===== src/hdl/process_state_queue_manager_top_macros.svh =====
// Assertion macros for the process state queue manager.
// Used by the top level; no other dependencies.
`ifndef PROCESS_STATE_QUEUE_MANAGER_TOP_MACROS_SVH
`define PROCESS_STATE_QUEUE_MANAGER_TOP_MACROS_SVH

`ifndef SYNTH
`define PSQM_ASSERT_IMP(label, clk, rst_n, ante, cons) \
	label: assert property (@(posedge clk) disable iff (!rst_n) (ante) |-> (cons)) \
		else $error("psqm check failed");
`define PSQM_ASSERT_NEXT(label, clk, rst_n, ante, cons) \
	label: assert property (@(posedge clk) disable iff (!rst_n) (ante) |=> (cons)) \
		else $error("psqm check failed");
`else
`define PSQM_ASSERT_IMP(label, clk, rst_n, ante, cons)
`define PSQM_ASSERT_NEXT(label, clk, rst_n, ante, cons)
`endif

`endif


===== src/hdl/psqm_pkg.sv =====
`timescale 1ns / 1ps
// Shared types and constants of the process state queue manager.
// No dependencies.
package psqm_pkg;

	localparam int QUEUE_DEPTH = 16;
	localparam int ID_WIDTH    = 8;
	localparam int ID_OUT_W    = 8;
	localparam int COUNT_W     = 5;

	typedef enum logic [2:0] {
		REQ_CREATE = 3'd0,
		REQ_STOP   = 3'd1,
		REQ_BLOCK  = 3'd2,
		REQ_WAKE   = 3'd3,
		REQ_SLICE  = 3'd4
	} req_t;

	typedef enum logic [1:0] {
		STAT_OK     = 2'd0,
		STAT_NO_RUN = 2'd1,
		STAT_NO_BLK = 2'd2,
		STAT_FULL   = 2'd3
	} status_t;

	typedef enum logic {
		FSM_IDLE = 1'b0,
		FSM_EXEC = 1'b1
	} fsm_state_t;

	typedef struct packed {
		logic [2:0]          req_type;
		logic [ID_OUT_W-1:0] proc_id;
	} in_word_t;

	typedef struct packed {
		logic [1:0]          status;
		logic                running_valid;
		logic [ID_OUT_W-1:0] running_id;
		logic [COUNT_W-1:0]  ready_count;
		logic [COUNT_W-1:0]  blocked_count;
	} out_word_t;

	typedef struct packed {
		logic load_cmd;
		logic exec;
	} ctl_t;

endpackage


===== src/hdl/psqm_chan_if.sv =====
`timescale 1ns / 1ps
// Valid/ready channel carrying one word of a given payload type.
// No dependencies.
interface psqm_chan_if #(parameter type T = logic);
	logic valid;
	logic ready;
	T     data;

	modport source(output valid, output data, input ready);
	modport sink(input valid, input data, output ready);
endinterface


===== src/hdl/psqm_ram.sv =====
`timescale 1ns / 1ps
// Generic single write port RAM with one registered read port.
// Uses psqm_pkg for default sizes.
module psqm_ram #(
	parameter int WIDTH = psqm_pkg::ID_WIDTH,
	parameter int DEPTH = psqm_pkg::QUEUE_DEPTH,
	localparam int AW = (DEPTH > 1) ? $clog2(DEPTH) : 1
) (
	input  logic             clk,
	input  logic             wr_en,
	input  logic [AW-1:0]    wr_addr,
	input  logic [WIDTH-1:0] wr_data,
	input  logic [AW-1:0]    rd_addr,
	output logic [WIDTH-1:0] rd_data
);

	logic [WIDTH-1:0] mem_q [DEPTH];
	logic [WIDTH-1:0] rd_data_q;

	always_ff @(posedge clk) begin
		if (wr_en) begin
			mem_q[wr_addr] <= wr_data;
		end
		rd_data_q <= mem_q[rd_addr];
	end

	assign rd_data = rd_data_q;

endmodule


===== src/hdl/psqm_ctrl.sv =====
`timescale 1ns / 1ps
// Controller state machine: takes a command word, runs it, owns result valid.
// Uses psqm_pkg.
module psqm_ctrl (
	input  logic              clk,
	input  logic              arst_n,
	input  logic              in_valid,
	output logic              in_ready,
	output logic              out_valid,
	input  logic              out_ready,
	output psqm_pkg::ctl_t    ctl
);

	psqm_pkg::fsm_state_t state_q, state_n;
	logic                 out_valid_q;

	always_comb begin
		state_n = state_q;
		case (state_q)
			psqm_pkg::FSM_IDLE: begin
				if (in_valid) begin
					state_n = psqm_pkg::FSM_EXEC;
				end
			end
			psqm_pkg::FSM_EXEC: begin
				if (!out_valid_q || out_ready) begin
					state_n = psqm_pkg::FSM_IDLE;
				end
			end
			default: begin
				state_n = psqm_pkg::FSM_IDLE;
			end
		endcase
	end

	always_comb begin
		in_ready     = 1'b0;
		ctl.load_cmd = 1'b0;
		ctl.exec     = 1'b0;
		case (state_q)
			psqm_pkg::FSM_IDLE: begin
				in_ready     = 1'b1;
				ctl.load_cmd = in_valid;
			end
			psqm_pkg::FSM_EXEC: begin
				ctl.exec = !out_valid_q || out_ready;
			end
			default: begin
				in_ready = 1'b0;
			end
		endcase
	end

	always_ff @(posedge clk or negedge arst_n) begin
		if (!arst_n) begin
			state_q     <= psqm_pkg::FSM_IDLE;
			out_valid_q <= 1'b0;
		end else begin
			state_q <= state_n;
			if (ctl.exec) begin
				out_valid_q <= 1'b1;
			end else if (out_ready) begin
				out_valid_q <= 1'b0;
			end
		end
	end

	assign out_valid = out_valid_q;

endmodule


===== src/hdl/psqm_dp.sv =====
`timescale 1ns / 1ps
// Datapath: running slot, ready and blocked queues, command logic, result word.
// Uses psqm_pkg and psqm_ram.
module psqm_dp #(
	parameter int QUEUE_DEPTH = psqm_pkg::QUEUE_DEPTH,
	parameter int ID_WIDTH    = psqm_pkg::ID_WIDTH
) (
	input  logic                clk,
	input  logic                arst_n,
	input  psqm_pkg::ctl_t      ctl,
	input  psqm_pkg::in_word_t  cmd_data,
	output psqm_pkg::out_word_t rsp_data
);

	localparam int PW  = $clog2(QUEUE_DEPTH);
	localparam int CNW = $clog2(QUEUE_DEPTH + 1);
	localparam int CW  = psqm_pkg::COUNT_W;
	localparam int IDO = psqm_pkg::ID_OUT_W;

	function automatic logic [PW-1:0] ptr_inc(input logic [PW-1:0] p);
		logic [PW-1:0] r;
		r = (p == PW'(QUEUE_DEPTH - 1)) ? '0 : p + 1'b1;
		return r;
	endfunction

	logic [2:0]          req_q;
	logic [ID_WIDTH-1:0] pid_q;
	logic [ID_WIDTH-1:0] run_q, run_n;
	logic                pres_q, pres_n;
	logic [PW-1:0]       rdy_head_q, rdy_tail_q, blk_head_q, blk_tail_q;
	logic [CNW-1:0]      rdy_cnt_q, rdy_cnt_n, blk_cnt_q, blk_cnt_n;
	logic                rdy_push, rdy_pop, blk_push, blk_pop;
	logic [ID_WIDTH-1:0] rdy_wdata, rdy_rdata, blk_rdata;
	logic                rdy_full, blk_full;
	psqm_pkg::status_t   status_n;
	psqm_pkg::out_word_t out_q;

	psqm_ram #(.WIDTH(ID_WIDTH), .DEPTH(QUEUE_DEPTH)) u_rdy_ram (
		.clk     (clk),
		.wr_en   (ctl.exec && rdy_push),
		.wr_addr (rdy_tail_q),
		.wr_data (rdy_wdata),
		.rd_addr (rdy_head_q),
		.rd_data (rdy_rdata)
	);

	psqm_ram #(.WIDTH(ID_WIDTH), .DEPTH(QUEUE_DEPTH)) u_blk_ram (
		.clk     (clk),
		.wr_en   (ctl.exec && blk_push),
		.wr_addr (blk_tail_q),
		.wr_data (run_q),
		.rd_addr (blk_head_q),
		.rd_data (blk_rdata)
	);

	assign rdy_full = (rdy_cnt_q == CNW'(QUEUE_DEPTH));
	assign blk_full = (blk_cnt_q == CNW'(QUEUE_DEPTH));

	always_comb begin
		run_n     = run_q;
		pres_n    = pres_q;
		status_n  = psqm_pkg::STAT_OK;
		rdy_push  = 1'b0;
		rdy_pop   = 1'b0;
		blk_push  = 1'b0;
		blk_pop   = 1'b0;
		rdy_wdata = pid_q;
		case (req_q)
			psqm_pkg::REQ_CREATE: begin
				if (!pres_q) begin
					run_n  = pid_q;
					pres_n = 1'b1;
				end else if (rdy_full) begin
					status_n = psqm_pkg::STAT_FULL;
				end else begin
					rdy_push = 1'b1;
				end
			end
			psqm_pkg::REQ_STOP: begin
				if (!pres_q) begin
					status_n = psqm_pkg::STAT_NO_RUN;
				end else begin
					pres_n = 1'b0;
				end
			end
			psqm_pkg::REQ_BLOCK: begin
				if (!pres_q) begin
					status_n = psqm_pkg::STAT_NO_RUN;
				end else if (blk_full) begin
					status_n = psqm_pkg::STAT_FULL;
				end else begin
					blk_push = 1'b1;
					pres_n   = 1'b0;
				end
			end
			psqm_pkg::REQ_WAKE: begin
				if (blk_cnt_q == '0) begin
					status_n = psqm_pkg::STAT_NO_BLK;
				end else if (rdy_full) begin
					status_n = psqm_pkg::STAT_FULL;
				end else begin
					blk_pop = 1'b1;
					// With no process running the ready queue is empty, so the
					// woken process goes straight to the running slot.
					if (pres_q) begin
						rdy_push  = 1'b1;
						rdy_wdata = blk_rdata;
					end else begin
						run_n  = blk_rdata;
						pres_n = 1'b1;
					end
				end
			end
			psqm_pkg::REQ_SLICE: begin
				if (!pres_q) begin
					status_n = psqm_pkg::STAT_NO_RUN;
				end else if (rdy_cnt_q != '0) begin
					run_n     = rdy_rdata;
					rdy_pop   = 1'b1;
					rdy_push  = 1'b1;
					rdy_wdata = run_q;
				end
			end
			default: begin
				status_n = psqm_pkg::STAT_NO_RUN;
			end
		endcase
		if (!pres_n && rdy_cnt_q != '0) begin
			run_n   = rdy_rdata;
			pres_n  = 1'b1;
			rdy_pop = 1'b1;
		end
	end

	always_comb begin
		rdy_cnt_n = rdy_cnt_q;
		if (rdy_push && !rdy_pop) begin
			rdy_cnt_n = rdy_cnt_q + 1'b1;
		end else if (rdy_pop && !rdy_push) begin
			rdy_cnt_n = rdy_cnt_q - 1'b1;
		end
		blk_cnt_n = blk_cnt_q;
		if (blk_push) begin
			blk_cnt_n = blk_cnt_q + 1'b1;
		end else if (blk_pop) begin
			blk_cnt_n = blk_cnt_q - 1'b1;
		end
	end

	always_ff @(posedge clk) begin
		if (ctl.load_cmd) begin
			req_q <= cmd_data.req_type;
			pid_q <= ID_WIDTH'(cmd_data.proc_id);
		end
		if (ctl.exec) begin
			out_q.status        <= status_n;
			out_q.running_valid <= pres_n;
			out_q.running_id    <= pres_n ? IDO'(run_n) : '0;
			out_q.ready_count   <= CW'(rdy_cnt_n);
			out_q.blocked_count <= CW'(blk_cnt_n);
		end
	end

	always_ff @(posedge clk or negedge arst_n) begin
		if (!arst_n) begin
			run_q      <= '0;
			pres_q     <= 1'b0;
			rdy_head_q <= '0;
			rdy_tail_q <= '0;
			rdy_cnt_q  <= '0;
			blk_head_q <= '0;
			blk_tail_q <= '0;
			blk_cnt_q  <= '0;
		end else if (ctl.exec) begin
			run_q     <= run_n;
			pres_q    <= pres_n;
			rdy_cnt_q <= rdy_cnt_n;
			blk_cnt_q <= blk_cnt_n;
			if (rdy_pop) begin
				rdy_head_q <= ptr_inc(rdy_head_q);
			end
			if (rdy_push) begin
				rdy_tail_q <= ptr_inc(rdy_tail_q);
			end
			if (blk_pop) begin
				blk_head_q <= ptr_inc(blk_head_q);
			end
			if (blk_push) begin
				blk_tail_q <= ptr_inc(blk_tail_q);
			end
		end
	end

	assign rsp_data = out_q;

endmodule


===== src/hdl/process_state_queue_manager_top.sv =====
`timescale 1ns / 1ps
// Process state queue manager: one running slot plus ready and blocked ID queues.
// cmd takes a word with req_type and proc_id: create, stop, block, wake, time slice.
// rsp gives one word per command: status, running process, both queue counts.
// A command is taken in the idle state and executed in the exec state, so the
// block takes no new command until the last one has executed. This split is set
// by the registered read port of the queue RAMs: the head entries are read while
// the block waits for a command, and the data is used when the command executes.
// The result word is registered; cmd is ready again while it still waits on rsp.
// When rsp stalls with a result pending, the next command is taken but held in
// execution until the pending result is taken, so nothing is lost or reordered.
// Reset clears the running slot and empties both queues; the queue RAMs hold no
// reset value and need no clearing pass.
`include "process_state_queue_manager_top_macros.svh"
module process_state_queue_manager_top #(
	parameter int QUEUE_DEPTH = psqm_pkg::QUEUE_DEPTH,
	parameter int ID_WIDTH    = psqm_pkg::ID_WIDTH
) (
	input  logic         clk,
	input  logic         arst_n,
	psqm_chan_if.sink    cmd,
	psqm_chan_if.source  rsp
);

	psqm_pkg::ctl_t ctl;

	psqm_ctrl u_ctrl (
		.clk       (clk),
		.arst_n    (arst_n),
		.in_valid  (cmd.valid),
		.in_ready  (cmd.ready),
		.out_valid (rsp.valid),
		.out_ready (rsp.ready),
		.ctl       (ctl)
	);

	psqm_dp #(.QUEUE_DEPTH(QUEUE_DEPTH), .ID_WIDTH(ID_WIDTH)) u_dp (
		.clk      (clk),
		.arst_n   (arst_n),
		.ctl      (ctl),
		.cmd_data (cmd.data),
		.rsp_data (rsp.data)
	);

	`PSQM_ASSERT_NEXT(a_one_in_flight, clk, arst_n, cmd.valid && cmd.ready, !cmd.ready)
	`PSQM_ASSERT_NEXT(a_exec_gives_rsp, clk, arst_n, ctl.exec, rsp.valid)
	`PSQM_ASSERT_IMP(a_idle_means_empty, clk, arst_n, rsp.valid && !rsp.data.running_valid, rsp.data.ready_count == '0)
	`PSQM_ASSERT_IMP(a_exec_not_blocked, clk, arst_n, ctl.exec && rsp.valid, rsp.ready)

endmodule


===== src/flat_wrapper.sv =====
// flat-port wrapper written by rule: the top's interface ports become plain ports
module process_state_queue_manager_top_flat 
#(
	parameter int QUEUE_DEPTH = psqm_pkg::QUEUE_DEPTH,
	parameter int ID_WIDTH    = psqm_pkg::ID_WIDTH
)
  (clk, arst_n, cmd_valid, cmd_data, cmd_ready, rsp_valid, rsp_data, rsp_ready);
  psqm_chan_if #(.T(psqm_pkg::in_word_t)) cmd_i ();
  psqm_chan_if #(.T(psqm_pkg::out_word_t)) rsp_i ();
  input  logic clk;
  input  logic arst_n;
  input wire logic [$bits(cmd_i.valid)-1:0] cmd_valid;
  input wire logic [$bits(cmd_i.data)-1:0] cmd_data;
  output wire logic [$bits(cmd_i.ready)-1:0] cmd_ready;
  output wire logic [$bits(rsp_i.valid)-1:0] rsp_valid;
  output wire logic [$bits(rsp_i.data)-1:0] rsp_data;
  input wire logic [$bits(rsp_i.ready)-1:0] rsp_ready;
  assign cmd_i.valid = cmd_valid;
  assign cmd_i.data = cmd_data;
  assign cmd_ready = cmd_i.ready;
  assign rsp_valid = rsp_i.valid;
  assign rsp_data = rsp_i.data;
  assign rsp_i.ready = rsp_ready;
  process_state_queue_manager_top #(.QUEUE_DEPTH(QUEUE_DEPTH), .ID_WIDTH(ID_WIDTH)) u_core (.clk(clk), .arst_n(arst_n), .cmd(cmd_i), .rsp(rsp_i));
endmodule

===== config.mk =====
export PLATFORM = sky130hd
export DESIGN_NAME = process_state_queue_manager_top_flat
export DESIGN_NICKNAME = d
export VERILOG_FILES = /design/src/hdl/psqm_pkg.sv /design/src/hdl/psqm_chan_if.sv /design/src/hdl/psqm_ram.sv /design/src/hdl/psqm_ctrl.sv /design/src/hdl/psqm_dp.sv /design/src/hdl/process_state_queue_manager_top.sv /design/src/flat_wrapper.sv
export VERILOG_INCLUDE_DIRS = /design/src /design/src/hdl
export SDC_FILE = /design/constraint.sdc
export NUM_CORES = 1
export LEC_CHECK = 0
export ABC_CLOCK_PERIOD_IN_PS = 5500
export BUFFER_PORTS_ARGS = -buffer_cell sky130_fd_sc_hd__buf_2
export CAP_MARGIN = 0
export CELL_PAD_IN_SITES_DETAIL_PLACEMENT = 1
export CELL_PAD_IN_SITES_GLOBAL_PLACEMENT = 1
export CORE_MARGIN = 5
export CORE_UTILIZATION = 55
export CTS_CLUSTER_SIZE = 8
export DETAILED_ROUTE_END_ITERATION = 12
export GPL_TIMING_DRIVEN = 0
export HOLD_SLACK_MARGIN = 0.05
export MAX_ROUTING_LAYER = met4
export PLACE_DENSITY_LB_ADDON = 0.12
export SYNTH_ARGS = -nofsm -noshare
export SYNTH_HDL_FRONTEND = slang
export SYNTH_SLANG_ARGS = --single-unit

===== constraint.sdc =====
create_clock -name clk -period 5.5 [get_ports clk]
set_input_delay 1.1 -clock clk [delete_from_list [all_inputs] [get_ports clk]]
set_output_delay 1.1 -clock clk [all_outputs]
set_load 0.01 [all_outputs]

Word level (Yosys, flattened, before mapping)
Memories as Yosys holds them, arrays and structs flattened. A register that Yosys moved wholly into a read port is not among the register bits.
Cells that the tools add are included.
{"block": "classes", "n_addsub": 8, "multipliers": 0, "n_div": 0, "magnitude_cmp": 0, "eq_ne": 10, "n_shift": 0, "n_mux": 62, "bitwise": 1, "n_reduce_logical": 19}
{"cell": "$mux W8", "count": 12}
{"cell": "$mux W1", "count": 31}
{"cell": "$pmux W8 S3", "count": 1}
{"cell": "$mux W5", "count": 4}
{"cell": "$add A4 B1 Y4 const B", "count": 4}
{"cell": "$eq A4 B4 Y1 const B", "count": 4}
{"cell": "$mux W4", "count": 4}
{"cell": "$pmux W8 S2", "count": 1}
{"cell": "$add A5 B1 Y5 const B", "count": 2}
{"cell": "$eq A5 B5 Y1 const B", "count": 2}
{"cell": "$mux W2", "count": 5}
{"cell": "$sub A5 B1 Y5 const B", "count": 2}
{"cell": "$pmux W2 S4", "count": 1}
{"cell": "$reduce_and A2 Y1", "count": 4}
{"cell": "$eq A3 B2 Y1 const B", "count": 2}
{"cell": "$logic_and A1 B1 Y1", "count": 5}
{"cell": "$logic_not A5 Y1", "count": 1}
{"cell": "$reduce_bool A5 Y1", "count": 1}
{"cell": "$logic_not A1 Y1", "count": 4}
{"cell": "$pmux W1 S4", "count": 1}
{"cell": "$eq A3 B1 Y1 const B", "count": 1}
{"cell": "$eq A3 B3 Y1 const B", "count": 1}
{"cell": "$logic_not A3 Y1", "count": 1}
{"cell": "$pmux W1 S3", "count": 1}
{"cell": "other kinds (5)", "count": 5}
{"block": "totals", "register_bits": 69, "latchBits": 0, "mem_bits_rw": 256, "rom_bits": 0, "input_bits": 15, "mem_count": 2}
{"memory": "u_core.u_dp.u_blk_ram.mem_q", "words": 16, "word_bits": 8, "read_ports": 1, "rd_clocked_by_memory_dff": 1, "write_ports": 1, "line_no": "psqm_ram.sv:17", "text": "logic [WIDTH-1:0] mem_q [DEPTH];"}
{"memory": "u_core.u_dp.u_rdy_ram.mem_q", "words": 16, "word_bits": 8, "read_ports": 1, "rd_clocked_by_memory_dff": 1, "write_ports": 1, "line_no": "psqm_ram.sv:17"}

Depth between registers and ports, before layout
Gate-level depths: netlist of run 1.
{"block": "logic_depth", "word_depth": 10, "depth_mapped": 9, "depth_no_buf": 7}

Hierarchy
Synthesis of run 1 repeated with hierarchy kept, for this count alone.
{"block": "hier_totals", "hier_cells": 786, "area_unflattened_um2": 13994.7}
{"module": "psqm_ram", "instances": 2, "cells_per_inst": 229, "area_each_um2": 5147.4}
{"module": "psqm_dp", "instances": 1, "cells_per_inst": 320, "area_each_um2": 3606.0}
{"module": "psqm_ctrl", "instances": 1, "cells_per_inst": 8, "area_each_um2": 93.8}

Least setup slack after synthesis of run 1
Ideal clock, no wire load.
{"block": "synth_path", "path_kind": "in2reg", "start": "input rsp_ready", "end": "memory u_core.u_dp.u_rdy_ram.mem_q[4][0] in the netlist's numbering (enable)", "setup_time_ns": 0.395, "arrival_ns": 2.605, "required_ns": 5.105, "slack_ns": 2.501, "path_stages": 5, "n_path_buf": 2, "path_cell_list": "nand2b_1 -> nand2_1 -> clkbuf_1 -> clkbuf_1 -> nor4_1"}
{"block": "synth_via", "elab_chain_cells": 5}
{"item": "start, declared", "line_no": "flat_wrapper.sv:17", "text": "input wire logic [$bits(rsp_i.ready)-1:0] rsp_ready;"}
{"item": "$logic_or A1 B1 Y1", "line_no": "psqm_ctrl.sv:46", "text": "ctl.exec = !out_valid_q || out_ready;"}
{"item": "$mux W1", "line_no": "psqm_ctrl.sv:40", "text": "case (state_q)"}
{"item": "$logic_and A1 B1 Y1", "line_no": "psqm_dp.sv:40", "text": ".wr_en (ctl.exec && rdy_push),"}
{"item": "$mux W1", "line_no": "psqm_ram.sv:21", "text": "if (wr_en) begin"}
{"item": "$mux W1 (implied by the code)", "line_no": "psqm_ram.sv:22", "text": "mem_q[wr_addr] <= wr_data;"}
{"item": "end, declared", "line_no": "psqm_ram.sv:17"}
No other way between the ends.

Worst setup path after layout of run 1
{"block": "layout_path", "start": "register u_core.u_dp.rdy_cnt_q[1]", "end": "memory u_core.u_dp.u_rdy_ram.mem_q[3][7] in the netlist's numbering, data pin"}
{"block": "layout_via", "elab_chain_cells": 4}
{"item": "start, declared", "line_no": "psqm_dp.sv:31", "text": "logic [CNW-1:0] rdy_cnt_q, rdy_cnt_n, blk_cnt_q, blk_cnt_n;"}
{"item": "start signal, assigned", "line_no": "psqm_dp.sv:177", "text": "rdy_cnt_q <= rdy_cnt_n;"}
{"item": "$eq A5 B5 Y1 or $reduce_bool A5 Y1 (tied branches)", "line_no": "psqm_dp.sv:56, psqm_dp.sv:117"}
{"item": "$mux W8 (on tied branches)", "line_no": "psqm_dp.sv:99, psqm_dp.sv:117"}
{"item": "$mux W8 (on tied branches)", "line_no": "psqm_dp.sv:97, psqm_dp.sv:115"}
{"item": "$pmux W8 S2 (*)", "line_no": "psqm_dp.sv:68", "text": "case (req_q)"}
{"item": "via u_core.u_dp.rdy_wdata[7]", "line_no": "psqm_dp.sv:33", "text": "logic [ID_WIDTH-1:0] rdy_wdata, rdy_rdata, blk_rdata;"}
Mark *: on every way through the listed nets, which the timed path passes. The rest lies on a longest branch.

==> results.txt, run 1 <==
TritonRoute pass-1 iters: 5
Total global routing overflow: 0
Worst EP required: 5.73 ns
Post-Layout Cell Count: 1239
Number of I/O pins: 38
First-pass GRT wire length: 53400 microns
Setup Buffers After CTS: 0
Synth Instances: 798
Worst Hold Class: flip-flop to flip-flop
# setup viols final: 0
Leak: 5.53 nW
Biggest area consumer among synthesized cells: edfxtp_1
GPL Wtd Cong: 0.842
Final max-slew violation count: 0
Fin crit period: 3.65 ns
DR vias/cell: 6.41
Synth top area share: 60.8%
Synthesis-stage register bit count: 341
Layout cell share with drive strength beyond 1: 24.4%
Routed Wire Length: 34900 microns
Row Count: 58
Post-Place Cells: 1169
Iteration-0 DRC Markers: 862
Post-cts gate resize count: 0
PortBufs: 37
Crit-path max FO: 16
Core footprint: 25300 sq um
Antenna Diode Count: 0
H-tree levels: 2
Final Worst Setup Slack: 1.85 ns
Vias in the first global route: 8516
Max IR drop VDD: 0.341 mV
Worst r2r src: u_core.u_dp.rdy_cnt_q[1]
Synth-to-layout area growth: 14.0%
Longest Clk Path Bufs: 3
Worst setup EP type: flip-flop
Post-route cell area: 16200 sq um
Worst-Margin Slew: 1.08 ns
Hold_buf cts: 0
Num CTS Buffers: 48
Setup TNS Final: 0 ns
Die Span X: 171 microns
Yosys warns: 0
Die ar.: 29200 sq um
Cell Area, Placed: 14900 sq um
Critical Path Source Type: flip-flop
Status: finished, final reports clean
Clock Latency Late Sink: 0.53 ns
Maximum clock rate: 274 MHz
Period utilization: 66.4%
Initial core utilization: 56.1%
Post-synthesis cell area: 14200 sq um
Power Dens Cells: 542 nW/um^2
Largest net degree at the start of global routing: 38
Hold path start: u_core.u_ctrl.out_valid
Total power: 8.79 mW
Reg2reg setup slack: 1.85 ns
Via count: 7945
Worst-path clk slew: 0.06 ns
WHS: 0.543 ns
Min-Delay Path Depth: 2
Critical path type: flip-flop to flip-flop
Endpoints failing hold: 0
Final Skew: 0.0112 ns
Worst rel slew slack: 27.3%
DRC violations left: 0
CP Data Arrival Time: 3.88 ns
Seq/Total Area, Yosys: 69.6%
Clock tree from TritonCTS: done
R2R depth: 8
Post-DP HPWL: 23300 microns
Top post-synthesis cells by area: edfxtp_1, mux4_2, dfrtp_1, dfxtp_1, ha_1
DRT antenna net count: 0
RSZ-0062 raised after global routing: false
EDFF count, synth: 288
Nets@finish: 921
Initial antenna violation count: 0
Fill cells: 2192
FFs w/ async S/R, synth: 10.9%
Clock Tree Root: clkbuf_16
Max-cap violations: 0
Top_reg_cell synth: edfxtp_1
Worst Hold End: u_core.u_ctrl.out_valid
Clock sinks: 341
Worst r2r dst: u_core.u_dp.u_rdy_ram.mem_q[3][7]
Mapped Nets: 829
Synth cell types: 73
Place WS: 1.86 ns
Die height: 171 microns
Fin util: 64.0%
Mapped Avg Cell Area: 17.8 sq um
GRT Overall Usage: 25.4%
Post-DR wirelength/cell: 28.2 microns
[worst max-delay path, cell delays in order (launching register included)]
cell and delay (ns):
dfrtp_1 0.47, inv_1 0.16, ha_1 0.23, nor4b_4 0.66
nor3_2 0.24, clkbuf_1 0.31, nor2_1 0.59, nand2_1 0.11
nand2_1 0.56
[metal layers]
layer	GRT usage (%)	vias up	wire length (microns)
met1	34.8	4199	14900
met4	6.42	0	847
met3	4.64	60	2210
met5	-	-	0
li1	-	3406	-
met2	40.1	280	17000
[how the worst max path moves through the flow]
| stage | from | end | slack, ns | cells past startpoint |
|---|---|---|---|---|
| global placement | rsp_ready | u_core.u_dp.u_rdy_ram.mem_q[7][5] | 1.33 | 6 |
| CTS | u_core.u_dp.blk_cnt_q[0] | u_core.u_dp.u_rdy_ram.mem_q[2][5] | 1.81 | 7 |
| detailed placement | u_core.u_dp.rdy_cnt_q[1] | u_core.u_dp.u_rdy_ram.mem_q[3][5] | 1.86 | 7 |
| floorplan | rsp_ready | u_core.u_dp.u_rdy_ram.mem_q[4][0] | 2.50 | 5 |
| global route | u_core.u_dp.rdy_cnt_q[1] | u_core.u_dp.u_rdy_ram.mem_q[3][0] | 1.66 | 8 |
| finish | u_core.u_dp.rdy_cnt_q[1] | u_core.u_dp.u_rdy_ram.mem_q[3][7] | 1.85 | 8 |
[cells by family (layout without fill, tap and decap cells)]
group	Yosys count	in the layout	share of synthesized area (%)
compound gates	108	108	6.12
xor+xnor	19	19	1.17
fa+ha+maj	16	16	1.41
buf+inv	68	179	2.04
flops	341	341	69.6
mux	87	87	13.2
simple gates	159	159	6.42
[cell type report]
type                            count  area, sq um  share of cell area (%)
Clock buffer                       67         1290                    7.99
Buffer                             43          198                    1.22
Tap cell                          330          413                    2.55
Multi-Input combinational cell    389         4060                    25.0
Sequential cell                   341         9890                    61.1
Timing Repair Buffer               42          223                    1.38
Inverter                           25         93.8                   0.579
Clock inverter                      2         25.0                   0.154
[cell usage in the layout, fill, tap and decap left out, types with 5 or more instances in the layout]
master     count
a21oi_1        9
a22o_1         6
a22oi_1        9
a31oi_1        7
and2_1        22
and3_1         5
buf_2         46
clkbuf_1      43
clkbuf_16     49
dfrtp_1       37
dfxtp_1       16
edfxtp_1     288
ha_1          16
inv_1         24
mux2_2         7
mux4_2        80
nand2_1       40
nand3_1        6
nand4_1        7
nor2_1        24
nor3_1         7
nor3b_1        8
nor4_2         5
o21ai_0       15
o221ai_1       5
o2bb2ai_1     11
xnor2_1       11
xor2_1         8
[synth_stat cells, drive strengths merged (8+ instances only)]
cell type,n
o2bb2ai,11
ha,16
inv,25
clkbuf,27
buf,16
xor2,8
xnor2,11
nor3b,8
edfxtp,288
a21oi,12
dfxtp,16
mux4,80
dfrtp,37
nor3,8
nand2,40
a22oi,9
nor2,24
and2,22
o21ai,17
[flip-flops by register name (all words and copies together) (netlist names), 3 cells and up]
register and flops:
u_core.u_dp.u_blk_ram.mem_q 128, u_core.u_dp.u_rdy_ram.mem_q 128, u_core.u_dp.rsp_data 21, u_core.u_dp.pid_q 8
u_core.u_dp.run_q 8, u_core.u_dp.u_blk_ram.rd_data 8, u_core.u_dp.u_rdy_ram.rd_data 8, u_core.u_dp.blk_cnt_q 5
u_core.u_dp.rdy_cnt_q 5, u_core.u_dp.blk_head_q 4, u_core.u_dp.blk_tail_q 4, u_core.u_dp.rdy_head_q 4
u_core.u_dp.rdy_tail_q 4, u_core.u_dp.req_q 3
[report_power, final]
| part | switching, mW | total (mW) | internal, mW |
|---|---|---|---|
| sequential | 0.366 | 3.75 | 3.38 |
| clock | 1.01 | 2.62 | 1.61 |
| combinational | 1.42 | 2.42 | 0.997 |
Power figures use the tool's default switching activity.
==> run 2, diff against run 1 <==
ABC_CLOCK_PERIOD_IN_PS = 3500   (was 5500)
CORE_UTILIZATION = 54   (was 55)
clock period = 3.5 ns   (was 5.5 ns; I/O delays follow)
==> results.txt, run 2 (synthesis gave the netlist of run 1 again) <==
Clock sinks: 341
Die Span X: 172 microns
Critical path type: flip-flop to flip-flop
Status: finished, final reports clean
Internal Power: 9.43 mW
Leak: 5.56 nW
DRT antenna net count: 0
Final max-slew violation count: 0
Switch share: 32.3%
Worst-Margin Slew: 1.10 ns
Die ar.: 29700 sq um
Nets@finish: 922
Antenna Diode Count: 0
Total power: 13.9 mW
Combinational share of power: 27.4%
Critical Path Source Type: flip-flop
Crit-path max FO: 16
Worst rel slew slack: 26.1%
Routed Wire Length: 35500 microns
Hold_buf cts: 0
Worst Hold Class: input pin to async pin
CP Data Arrival Time: 3.43 ns
Clk pwr share: 30.3%
Commonest non-fill, non-tap cell in the layout: edfxtp_1
Worst setup EP type: flip-flop
Synth-to-layout area growth: 14.7%
Fin crit period: 3.32 ns
PortBufs: 37
Power Dens Cells: 855 nW/um^2
Period utilization: 94.8%
Clock Tree Root: clkbuf_16
Post-Place Cells: 1174
Final Skew: 0.0249 ns
Cell Area, Placed: 14900 sq um
GPL Wtd Cong: 0.871
Most frequent cells in the layout: edfxtp_1, mux4_2, clkbuf_1, clkbuf_16, buf_2
Post-DR wirelength/cell: 28.2 microns
Largest net degree at the start of global routing: 38
Clock tree from TritonCTS: done
Endpoints failing hold: 0
# setup viols final: 0
Reg2reg setup slack: 0.18 ns
Core footprint: 26000 sq um
GRT Overall Usage: 25.3%
Iteration-0 DRC Markers: 783
Max IR drop VDD: 0.527 mV
Sequential Power Share: 42.2%
Worst EP required: 3.61 ns
TritonRoute pass-1 iters: 6
RSZ-0062 raised after global routing: false
Post-Layout Cell Count: 1256
Number of I/O pins: 38
Maximum clock rate: 301 MHz
Initial antenna violation count: 0
Worst-path clk slew: 0.05 ns
DR vias/cell: 6.39
Vias in the first global route: 8527
First-pass GRT wire length: 53700 microns
Post-DP HPWL: 23500 microns
Initial core utilization: 54.7%
H-tree levels: 2
Layout cell share with drive strength beyond 1: 24.9%
Row Count: 59
Longest Clk Path Bufs: 3
Fin util: 62.8%
Total global routing overflow: 0
Via count: 8025
Die height: 172 microns
DRC violations left: 0
Num CTS Buffers: 48
Switching pwr: 4.51 mW
Max-cap violations: 0
Clock Latency Late Sink: 0.56 ns
Post-route cell area: 16300 sq um
run 2: final cells by class:
cell class	count	area (sq um)
flip-flops and latches	341	9890
fillers	2245	9680
multi-input cells	389	4090
clock buffers	76	1310
well taps	335	419
repair buffers	43	234
plain buffers	43	198
inverters	25	93.8
clock inverters	4	71.3
run 2: power groups by stage:
stage               clock [mW]  sequential (mW)  combinational [mW]
CTS                       4.28             5.87                3.81
detailed placement           0             5.94                3.77
global placement             0             5.88                3.58
global route              4.50             5.94                4.08
finish                    4.22             5.89                3.82
floorplan                    0             5.75                2.50
run 2: repair_timing:
item / in CTS / in global routing
buffers inserted: 1 / 0
resized for setup: 1 / 6
setup endpoints to repair: 150 / 224
hold endpoints to repair: 0 / 0
pin swaps: 0 / 0
run 2: worst paths after layout:
| check | from | endpoint | depth (start not counted) |
|---|---|---|---|
| setup / recovery | u_core.u_dp.rdy_cnt_q[1] | u_core.u_dp.u_rdy_ram.mem_q[10][0] | 8 |
| hold / removal | arst_n | u_core.u_dp.blk_cnt_q[2] | 1 |
| setup reg to reg | u_core.u_dp.rdy_cnt_q[1] | u_core.u_dp.u_rdy_ram.mem_q[10][0] | 8 |
| hold reg to reg | u_core.u_ctrl.out_valid | u_core.u_ctrl.out_valid | 2 |
| max in group asynchronous | arst_n | u_core.u_dp.run_q[3] | 1 |
| min in group clk | cmd_data[0] | u_core.u_dp.pid_q[0] | 1 |
run 2: per-layer routing:
layer,GRT usage [%],vias up,share of wire (%)
met2,39.6,324,49
met3,4.14,67,6.7
met4,7.07,0,2.5
met1,35.1,4220,42
met5,-,-,0
li1,-,3414,-
run 2: worst max-delay path, stage by stage, from the launching register on:
cell      delay, ns
dfrtp_1        0.53
inv_1          0.17
ha_1           0.25
nor4b_4        0.16
nor3_4         0.39
clkbuf_1       0.47
nor2_1         0.31
nand2_1        0.16
nand2_1        0.43
run 2: through the flow:
step	setup TNS (ns)	setup slack, ns	hold WS (ns)
after floorplan	0	0.809	0.404
after global placement	-8.99	-0.345	0.487
final	0	0.181	0.294
after CTS	0	0.0324	0.304
after global routing	0	0.0565	0.308
after detailed placement	-20.69	-0.201	0.519
==> run 3, diff against run 2 <==
SYNTH_HIERARCHICAL = 1   (was unset)
==> results.txt, run 3 <==
Worst-Margin Slew: 0.911 ns
Area of the multi-input gates: 3890 sq um
Worst Hold Class: input pin to async pin
Iteration-0 DRC Markers: 671
Antenna Diode Count: 0
Initial core utilization: 54.3%
Slowest cell on crit path: or4bb_1
Clock Latency Late Sink: 0.55 ns
Post-Place Cells: 1158
EDFF count, synth: 288
Num CTS Buffers: 48
Max-cap violations: 0
FFs w/ async S/R, synth: 10.9%
Worst r2r src: u_core/u_dp/req_q[1]
PortBufs: 37
Mapped Nets: 811
DRC violations left: 0
Post-Layout Cell Count: 1253
Endpoints failing hold: 0
Crit-path max FO: 10
Die Span X: 171 microns
Biggest area consumer among synthesized cells: edfxtp_1
Post-route cell area: 16100 sq um
FF+latch area: 9890 sq um
Total global routing overflow: 0
Final Skew: 0.0172 ns
Core footprint: 25800 sq um
Period utilization: 95.7%
Row Count: 59
Yosys warns: 6
Synth cell types: 72
DR vias/cell: 6.19
Critical Path Source Type: flip-flop
Die height: 171 microns
TritonRoute pass-1 iters: 5
Longest Clk Path Bufs: 3
Post-synth top cells: edfxtp_1, nand2_1, a22oi_1
Place WS: -0.950 ns
Maximum clock rate: 299 MHz
Layout cell share with drive strength beyond 1: 21.7%
Total power: 12.9 mW
First-pass GRT wire length: 51200 microns
GPL Wtd Cong: 0.844
H-tree levels: 2
Status: finished, final reports clean
Clock Tree Root: clkbuf_16
Cell Area, Placed: 14600 sq um
Mapped Avg Cell Area: 17.8 sq um
Worst EP required: 3.68 ns
RSZ-0062 raised after global routing: false
Synthesis-stage register bit count: 341
CP bufs+invs: 2
Clock sinks: 341
Seq/Total Area, Yosys: 70.7%
CP Data Arrival Time: 3.53 ns
DRT antenna net count: 0
CP top delay family: simple AND/OR/NAND/NOR gates
Worst-path clk slew: 0.05 ns
Vias in the first global route: 8335
Commonest non-fill, non-tap cell in the layout: edfxtp_1
Hold_buf cts: 0
Most frequent cells in the layout: edfxtp_1, nand2_1, buf_2, a22oi_1, clkbuf_16
Top post-synthesis cells by area: edfxtp_1, dfrtp_1, mux4_2, mux4_1, a22oi_1
Worst r2r dst: u_core/u_dp/u_rdy_ram/mem_q[3][7]
Synth-to-layout area growth: 15.2%
Critical path, cell by cell: buf_2, or4bb_1, nor2_1, o21ai_2, inv_1, or3b_2, nor2_2
Final max-slew violation count: 0
Fin crit period: 3.35 ns
Reg2reg setup slack: 0.15 ns
Clock tree from TritonCTS: done
Via count: 7750
Initial antenna violation count: 0
Post-synthesis cell area: 14000 sq um
Synth Instances: 786
Power Dens Cells: 799 nW/um^2
Leak: 5.54 nW
Post-DR wirelength/cell: 26.5 microns
Worst setup EP type: flip-flop
Most common cell in the netlist: edfxtp_1
Post-DP HPWL: 21700 microns
Largest net degree at the start of global routing: 38
Nets@finish: 903
Routed Wire Length: 33200 microns
GRT Overall Usage: 24.0%
Max IR drop VDD: 0.537 mV
Fill cells: 2202
Critical path type: flip-flop to flip-flop
Final Worst Setup Slack: 0.150 ns
Crit-path max cell delay: 0.59 ns
Die ar.: 29200 sq um
Worst rel slew slack: 39.3%
# setup viols final: 0
R2R depth: 7
Number of I/O pins: 38
Synth top area share: 61.8%
Top_reg_cell synth: edfxtp_1
[run 3: cell count changes after synthesis, moves of 17 or more]
| cell | change |
|---|---|
| mux4_2 | -44 |
| clkbuf_1 | -17 |
| mux4_1 | +28 |
| nand2_1 | +17 |
| a22oi_1 | +41 |
| and2_1 | -19 |
| nor2_1 | +19 |
[run 3: cells by family after synthesis]
kind of cell               count (synthesis)  synth area share [%]
xor gates and xnor gates                  20                  1.25
muxes                                     73                  11.8
AOI/OAI and AO/OA                        128                  6.80
adders and majority gates                 10                 0.894
and+or+nand+nor                          167                  6.50
buffers and inverters                     47                  2.10
DFF                                      341                  70.7
[run 3: how the worst max path moves through the flow]
stage / from / endpoint / slack (ns) / cells past startpoint
after CTS: u_core/u_ctrl/out_valid / u_core/u_dp/u_blk_ram/mem_q[1][6] / -0.02 / 7
after global placement: rsp_ready / u_core/u_dp/u_blk_ram/mem_q[0][2] / -0.83 / 8
after floorplan: rsp_ready / u_core/u_dp/u_blk_ram/mem_q[0][0] / 0.20 / 7
after detailed placement: rsp_ready / u_core/u_dp/u_blk_ram/mem_q[0][3] / -0.95 / 8
after global routing: u_core/u_dp/req_q[1] / u_core/u_dp/u_rdy_ram/mem_q[1][0] / 0.0004 / 7
final: u_core/u_dp/req_q[1] / u_core/u_dp/u_rdy_ram/mem_q[3][7] / 0.15 / 7
[run 3: where the power goes]
part	total, mW	switching, mW	internal, mW
sequential	5.76	0.655	5.10
clock	4.24	1.64	2.60
combinational	2.89	1.60	1.29
[run 3: final cells by class]
| cell class | instances | area share (%) |
|---|---|---|
| Sequential cell | 341 | 61.4 |
| Tap cell | 335 | 2.60 |
| Timing Repair Buffer | 42 | 1.38 |
| Buffer | 37 | 1.60 |
| Clock buffer | 87 | 8.42 |
| Multi-Input combinational cell | 398 | 24.1 |
| Inverter | 10 | 0.233 |
| Clock inverter | 3 | 0.295 |
[run 3: repair_timing]
item | 4_1_cts | 5_1_grt
pin swaps | 0 | 1
endpoints found under the hold margin | 0 | 0
gates cloned | 0 | 0
buffers inserted | 0 | 5
gates resized for setup | 18 | 3
endpoints found under the setup margin | 112 | 124
[run 3: metal layers]
layer | up-vias | global-route usage, % | wire length (microns)
met1 | 4046 | 32.2 | 14000
met2 | 256 | 38.6 | 16600
met5 | - | - | 0
li1 | 3393 | - | -
met4 | 0 | 5.82 | 648
met3 | 55 | 4.62 | 1890
[run 3: through the flow]
step                util [%]  setup TNS, ns  hold slack, ns
floorplan                  -              0           0.404
global placement        56.7         -39.05           0.469
detailed placement      56.7         -61.97           0.484
CTS                     62.4         -0.158           0.309
global route            62.6              0           0.310
finish                  62.6              0           0.293
